File: config.mk
export PLATFORM = sky130hd
export DESIGN_NAME = fgcr_ctrl
export DESIGN_NICKNAME = d
export VERILOG_FILES = /design/src/rtl/core/fgcr_pkg.sv /design/src/rtl/core/fgcr_ctrl.sv
export SDC_FILE = /design/constraint.sdc
export NUM_CORES = 1
export LEC_CHECK = 0
export BUFFER_PORTS_ARGS = -buffer_cell sky130_fd_sc_hd__buf_2
export CAP_MARGIN = 20
export CORE_AREA = 2 2 39 41
export CTS_BUF_LIST = sky130_fd_sc_hd__clkbuf_2
export DETAILED_ROUTE_END_ITERATION = 10
export DIE_AREA = 0 0 41 43
export PLACE_DENSITY = 0.65
export SLEW_MARGIN = 5
export SYNTH_ARGS = -nofsm -noshare
export SYNTH_HDL_FRONTEND = slang
export SYNTH_SLANG_ARGS = --single-unit
File: constraint.sdc
create_clock -name clk -period 1.97 [get_ports clk]
set_input_delay 0.197 -clock clk [delete_from_list [all_inputs] [get_ports clk]]
set_output_delay 0.197 -clock clk [all_outputs]
set_load 0.005 [all_outputs]
File: src/rtl/core/fgcr_pkg.sv
// Shared constants, codes and controller/datapath interface types for the glyph column renderer.
package fgcr_pkg;

  localparam int STORE_BYTES     = 4096;
  localparam int ADDR_W          = $clog2(STORE_BYTES);
  localparam int SCREEN_COLUMNS  = 128;
  localparam int SCREEN_ROWS     = 128;
  localparam int MAX_GLYPH_WIDTH = 32;
  localparam int MAX_HEIGHT      = 32;
  // wide enough for a screen coordinate plus a glyph offset
  localparam int POS_W           = 11;

  localparam int CFG_IDX_W  = 3;
  localparam int CFG_DATA_W = 8;
  localparam int IN_DATA_W  = 48;
  localparam int OUT_DATA_W = 80;

  localparam logic [7:0] SPACE_CODE = 8'd32;
  localparam logic [7:0] N_CODE     = 8'd110;

  localparam logic [CFG_IDX_W-1:0] REG_FIRST_CHAR    = 3'd0;
  localparam logic [CFG_IDX_W-1:0] REG_CHAR_COUNT    = 3'd1;
  localparam logic [CFG_IDX_W-1:0] REG_FIXED_WIDTH   = 3'd2;
  localparam logic [CFG_IDX_W-1:0] REG_GLYPH_HEIGHT  = 3'd3;
  localparam logic [CFG_IDX_W-1:0] REG_IS_FIXED_FONT = 3'd4;

  localparam logic OP_LOAD = 1'b0;
  localparam logic OP_DRAW = 1'b1;

  localparam logic [1:0] ST_DRAWN       = 2'd0;
  localparam logic [1:0] ST_NOT_IN_FONT = 2'd1;
  localparam logic [1:0] ST_OFF_SCREEN  = 2'd2;
  localparam logic [1:0] ST_SPACE       = 2'd3;

  typedef struct packed {
    logic capture;     // latch the draw fields of an accepted item
    logic write;       // write the load byte into the font store
    logic classify;    // decide status, width and visibility
    logic take_width;  // take the width table byte just read
    logic mul;         // fixed font: glyph index times width
    logic step;        // one step of the read run (sum or column bytes)
    logic step_bytes;  // run reads column bytes rather than table widths
    logic start;       // form the glyph start address
    logic col_begin;   // open a new column
    logic emit_col;    // load a column result into the output register
    logic emit_final;  // load the final result into the output register
  } cmd_t;

  typedef struct packed {
    logic early_final;
    logic fixed;
    logic space;
    logic drawn;
    logic run_done;
    logic col_end;
    logic out_free;
  } stat_t;

endpackage

File: src/rtl/core/fgcr_ctrl.sv
// Sequencer for load and draw items of the glyph column renderer.
module fgcr_ctrl (
  input  logic           clk,
  input  logic           rst_n,
  input  logic           in_tvalid,
  input  logic           in_op,
  input  fgcr_pkg::stat_t stat,
  output logic           in_tready,
  output fgcr_pkg::cmd_t  cmd
);

  localparam logic [3:0] S_IDLE  = 4'd0;
  localparam logic [3:0] S_CHECK = 4'd1;
  localparam logic [3:0] S_WWAIT = 4'd2;
  localparam logic [3:0] S_MUL   = 4'd3;
  localparam logic [3:0] S_SUM   = 4'd4;
  localparam logic [3:0] S_START = 4'd5;
  localparam logic [3:0] S_COL   = 4'd6;
  localparam logic [3:0] S_BYTES = 4'd7;
  localparam logic [3:0] S_EMIT  = 4'd8;
  localparam logic [3:0] S_FINAL = 4'd9;

  logic [3:0] state_r;
  logic [3:0] state_nxt;

  assign in_tready = (state_r == S_IDLE);

  always_comb begin
    state_nxt = state_r;
    cmd       = '0;
    unique case (state_r)
      S_IDLE: begin
        if (in_tvalid) begin
          cmd.capture = 1'b1;
          if (in_op == fgcr_pkg::OP_LOAD) begin
            cmd.write = 1'b1;
          end else begin
            state_nxt = S_CHECK;
          end
        end
      end
      S_CHECK: begin
        cmd.classify = 1'b1;
        if (stat.early_final) begin
          state_nxt = S_FINAL;
        end else if (!stat.fixed) begin
          state_nxt = S_WWAIT;
        end else if (stat.space) begin
          state_nxt = S_COL;
        end else begin
          state_nxt = S_MUL;
        end
      end
      S_WWAIT: begin
        cmd.take_width = 1'b1;
        state_nxt = stat.space ? S_COL : S_SUM;
      end
      S_MUL: begin
        cmd.mul   = 1'b1;
        state_nxt = S_START;
      end
      S_SUM: begin
        cmd.step = 1'b1;
        if (stat.run_done) begin
          state_nxt = S_START;
        end
      end
      S_START: begin
        cmd.start = 1'b1;
        state_nxt = S_COL;
      end
      S_COL: begin
        cmd.col_begin = 1'b1;
        if (stat.col_end) begin
          state_nxt = S_FINAL;
        end else if (stat.drawn) begin
          state_nxt = S_BYTES;
        end else begin
          state_nxt = S_EMIT;
        end
      end
      S_BYTES: begin
        cmd.step       = 1'b1;
        cmd.step_bytes = 1'b1;
        if (stat.run_done) begin
          state_nxt = S_EMIT;
        end
      end
      S_EMIT: begin
        if (stat.out_free) begin
          cmd.emit_col = 1'b1;
          state_nxt    = S_COL;
        end
      end
      S_FINAL: begin
        if (stat.out_free) begin
          cmd.emit_final = 1'b1;
          state_nxt      = S_IDLE;
        end
      end
      default: begin
        state_nxt = S_IDLE;
      end
    endcase
  end

  always_ff @(posedge clk) begin
    if (!rst_n) begin
      state_r <= S_IDLE;
    end else begin
      state_r <= state_nxt;
    end
  end

endmodule

# Word level (Yosys, flattened, before mapping)
# Cells that the tools add are included.
word_totals:
  output_inout_bits: 12
  word_cells: 45
  reg_bits: 4
  inputBits: 11
op_classes:
  n_mux: 26
  n_eq_ne: 15
  reduce_logical: 3
ops:
  columns: ["operator", "n"]
  rows:
  - ["2-to-1 mux 4 bit", 10]
  - ["case mux 4 bit (10 select lines)", 1]
  - ["equality test 4 x 3 -> 1 bit (second input constant)", 4]
  - ["inequality test 2 bit (second input constant)", 6]
  - ["2-to-1 mux 1 bit", 11]
  - ["equality test 4 x 2 -> 1 bit (second input constant)", 2]
  - ["equality test 4 bit (second input constant)", 2]
  - ["2-to-1 mux 2 bit", 3]
  - ["AND reduction 6 bit", 1]
  - ["equality test 4 x 1 -> 1 bit (second input constant)", 1]
  - ["zero test 4 bit", 1]
  - ["2-to-1 mux 3 bit", 1]
  - ["OR reduction 2 bit", 1]

# Longest topological paths before layout
depth:
  word_depth: 4
  mapped_depth: 6
  ltp_nobuf: 4

# Worst setup path after synthesis
# No wires, ideal clock.
synth_path:
  path_kind: "register to register"
  start: "register state_r[0]"
  end: "register state_r[0]"
  period_less_slack_ps: 1518
  stages_incl_launch_ff: 6
  arrival_time_ps: 1400
  setup_time_ps: 117
  slack_ps: 452
  path_cell_list: "dfxtp_1 -> buf_6 -> xor2_2 -> or4b_4 -> and2_4 -> a32o_1"
synth_via:
  elab_chain_cells: 3
  word_cells_on_any_way: 18
  cone_classes: "15 x eq/ne; 1 x mux; 2 x reduce/logical"
synth_rtl:
  columns: ["item", "line_no", "source"]
  rows:
  - ["start, declared", "fgcr_ctrl.sv:23", "logic [3:0] state_r;"]
  - ["start signal, assigned", "fgcr_ctrl.sv:111", "state_r <= state_nxt;"]
  - ["equality test 4 x 3 -> 1 bit (tied with other cells)", "fgcr_ctrl.sv:31", "unique case (state_r)"]
  - ["inequality test 2 bit (no line)", null, null]
  - ["AND reduction 6 bit (no line)", null, null]
# Parallel ways exist; a longest one is shown, timed or not.
# A chain may end at the register's enable or synchronous reset.

==> flow_metrics.tcl <==
set metrics [dict create \
    largestRegisters "state_r (4)" \
    worstSkewPairLatency_ns 0.22 \
    min_from "stat[2]" \
    fin_crit_ns 1.77 \
    drive_gt1_share_pct 41.0 \
    fp.dieH_microns 43 \
    critPathLaunchType "flop" \
    critPathMaxFanout 12 \
    cts_made_buffers 3 \
    crit_path_cell_trace "or3b_2 > nor3b_1 > buf_2" \
    ant_nets 0 \
    crit_required_ns 1.77 \
    start_util_pct 33.3 \
    grt_max_degree 14 \
    cp.arrival_ns 1.57 \
    viasPerCell 5.58 \
    synth_area_sq_um 460 \
    drt_wl_total_microns 1170 \
    r2r-start "state_r[1]" \
    ys_seq_area_share_pct 17.4 \
    grt_pass1_wl_microns 1790 \
    post_cts_buffers 0 \
    io_buffers 22 \
    antennaDiodeCount 0 \
    route.met2.wl_microns 524 \
    wl_per_cell_microns 11.8 \
    drv_slew 0 \
    vias 552 \
    vdd_drop_max_uv 275 \
    antenna_found_initial 0 \
    ioPinCount 23 \
    hold_path_class "input pin to flop" \
    rsz0062_at_grt "false" \
    ys_seq_elements 4 \
    final_cell_area_sq_um 592 \
    ys.warnings.count 0 \
    setup.worst_path.class "flop to output port" \
    cts_resized 0 \
    top_register "state_r" \
    status "completed" \
    place_area_sq_um 577 \
    num-fill-cells 154 \
    final_cell_mix "22 x buf_2, 6 x nor2_1, 5 x nor3b_1, 5 x nand2_1, 5 x o21ai_0" \
    fin_skew_ns 0.00974 \
    relSlewSlack_pct 71.4 \
    seq_area_sq_um 80.1 \
    cts_root_buffer "clkbuf_2" \
    htree_levels 1 \
    worstReg2RegEnd "state_r[0]" \
    drt_iter0_drc 18 \
    leakage_nw 0.264 \
    grt_overflow_total 0 \
    slowest_stage "or3b_2" \
    rows 14 \
    grt_use_total_pct 14.7 \
    worst_setup_path_end_kind "output port" \
    postSynthCellCount 61 \
    clock_path_buffers 2 \
    fin_ws_ns 0.200 \
    clk_transition_reported_paths_ns 0.05 \
    cts.sinks 4 \
    dieArea_sq_um 1760 \
    holdPathStages 3 \
    hold_viol 0 \
    fin_crit_sh_pct 89.8 \
    tns_ns 0 \
    power.density_nw_per_um2 560 \
    drc 0 \
    setup_violations 0 \
    slowest_delay_ns 0.58 \
    largest_register_ffs 4 \
    die_w_microns 41 \
    syn_nets 72 \
    top_layer "met4" \
    gp_congestion 0.803 \
    fin_nets 96 \
    avgSynthCellArea_sq_um 7.55 \
    coreArea_sq_um 1380 \
    multi_input_area_sq_um 352 \
    dp_slack_ns 0.265 \
    reg2regPathDepth 4 \
    met1_length_microns 501 \
    fmax_mhz 565 \
    grt_pass1_vias 438 \
    final_common_cell "buf_2" \
    worst-slew-pin-transition_ns 0.428 \
    drtPass1Iterations 4 \
    cts_tree "yes" \
    hold-path-endpoint "state_r[1]" \
    area_growth_pct 28.5 \
    cap_violations 0 \
    ctsHoldBuffers 0 \
    r2r_slack_ns 0.26 \
    synthDistinctLibCells 30 \
    route.met3.wl_microns 126 \
]
[through the flow]
step / hold slack [ns] / utilization, % / total power, mW / cells
after floorplan: 0.332 / - / 0.210 / 61
after global placement: 0.500 / 41.7 / 0.250 / 96
after detailed placement: 0.507 / 41.7 / 0.253 / 96
after CTS: 0.280 / 42.8 / 0.330 / 99
after global routing: 0.296 / 42.8 / 0.353 / 99
final: 0.269 / 42.8 / 0.331 / 99
[worst max path at each step]
stage | end | slack, ns | cells after the start | start
after floorplan | state_r[0] | 0.45 | 5 | state_r[0]
after global placement | state_r[0] | 0.28 | 4 | state_r[1]
after detailed placement | state_r[0] | 0.26 | 4 | state_r[1]
after CTS | cmd[1] | 0.19 | 3 | state_r[1]
after global routing | cmd[1] | 0.1 | 3 | state_r[1]
final | cmd[1] | 0.20 | 3 | state_r[1]
[cells by family after synthesis]
logic type,Yosys count,share of synthesized area [%]
AOI/OAI and AO/OA,13,19.8
and+or+nand+nor,38,53.0
buffers and inverters,5,6.25
xor gates and xnor gates,1,3.53
DFF,4,17.4
[worst max-delay path, delay by kind of cell, from the launching register on]
family,cells,cell delay (ns)
and+or+nand+nor,2,0.78
DFF,1,0.43
buffers and inverters,1,0.14
[power by group]
part / internal [mW] / switching (mW)
registers: 0.0885 / 0.0195
logic: 0.0765 / 0.0678
clock network: 0.0410 / 0.0381
total: 0.206 / 0.125
[per-layer routing]
metal	global-route usage, %	vias to the layer above
met5	0	-
met2	22.2	34
met4	8.00	0
met1	18.4	246
met3	3.14	2
li1	-	270
[area by class of cell]
cell class | count | share of cell area [%]
Multi-Input combinational cell | 52 | 59.4
Timing Repair Buffer | 24 | 21.1
Tap cell | 16 | 3.38
Clock buffer | 3 | 2.54
Sequential cell | 4 | 13.5
[cells in the mapped netlist]
master	count	area [sq um]
a21oi_1	3	15.0
nand4b_1	1	8.76
a32o_1	1	10.0
a31o_2	1	8.76
o2111a_1	1	11.3
nand2b_1	4	25.0
clkbuf_1	2	7.51
nor3_1	4	20.0
or4b_1	1	10.0
dfxtp_1	4	80.1
and3b_1	1	8.76
nor3b_1	5	37.5
a31o_1	1	8.76
buf_2	2	10.0
or3b_1	1	8.76
a22oi_2	1	12.5
or3b_2	1	8.76
nor4b_1	1	8.76
buf_6	1	11.3
nand2_1	5	18.8
nand3b_1	1	7.51
nand3_1	1	5.00
or4b_4	1	13.8
o21ai_0	5	25.0
nor4_2	1	12.5
nor2_1	6	22.5
and2_1	1	6.26
nor2b_1	2	12.5
xor2_2	1	16.3
and2_4	1	8.76
(Power assumes the default switching activity.)
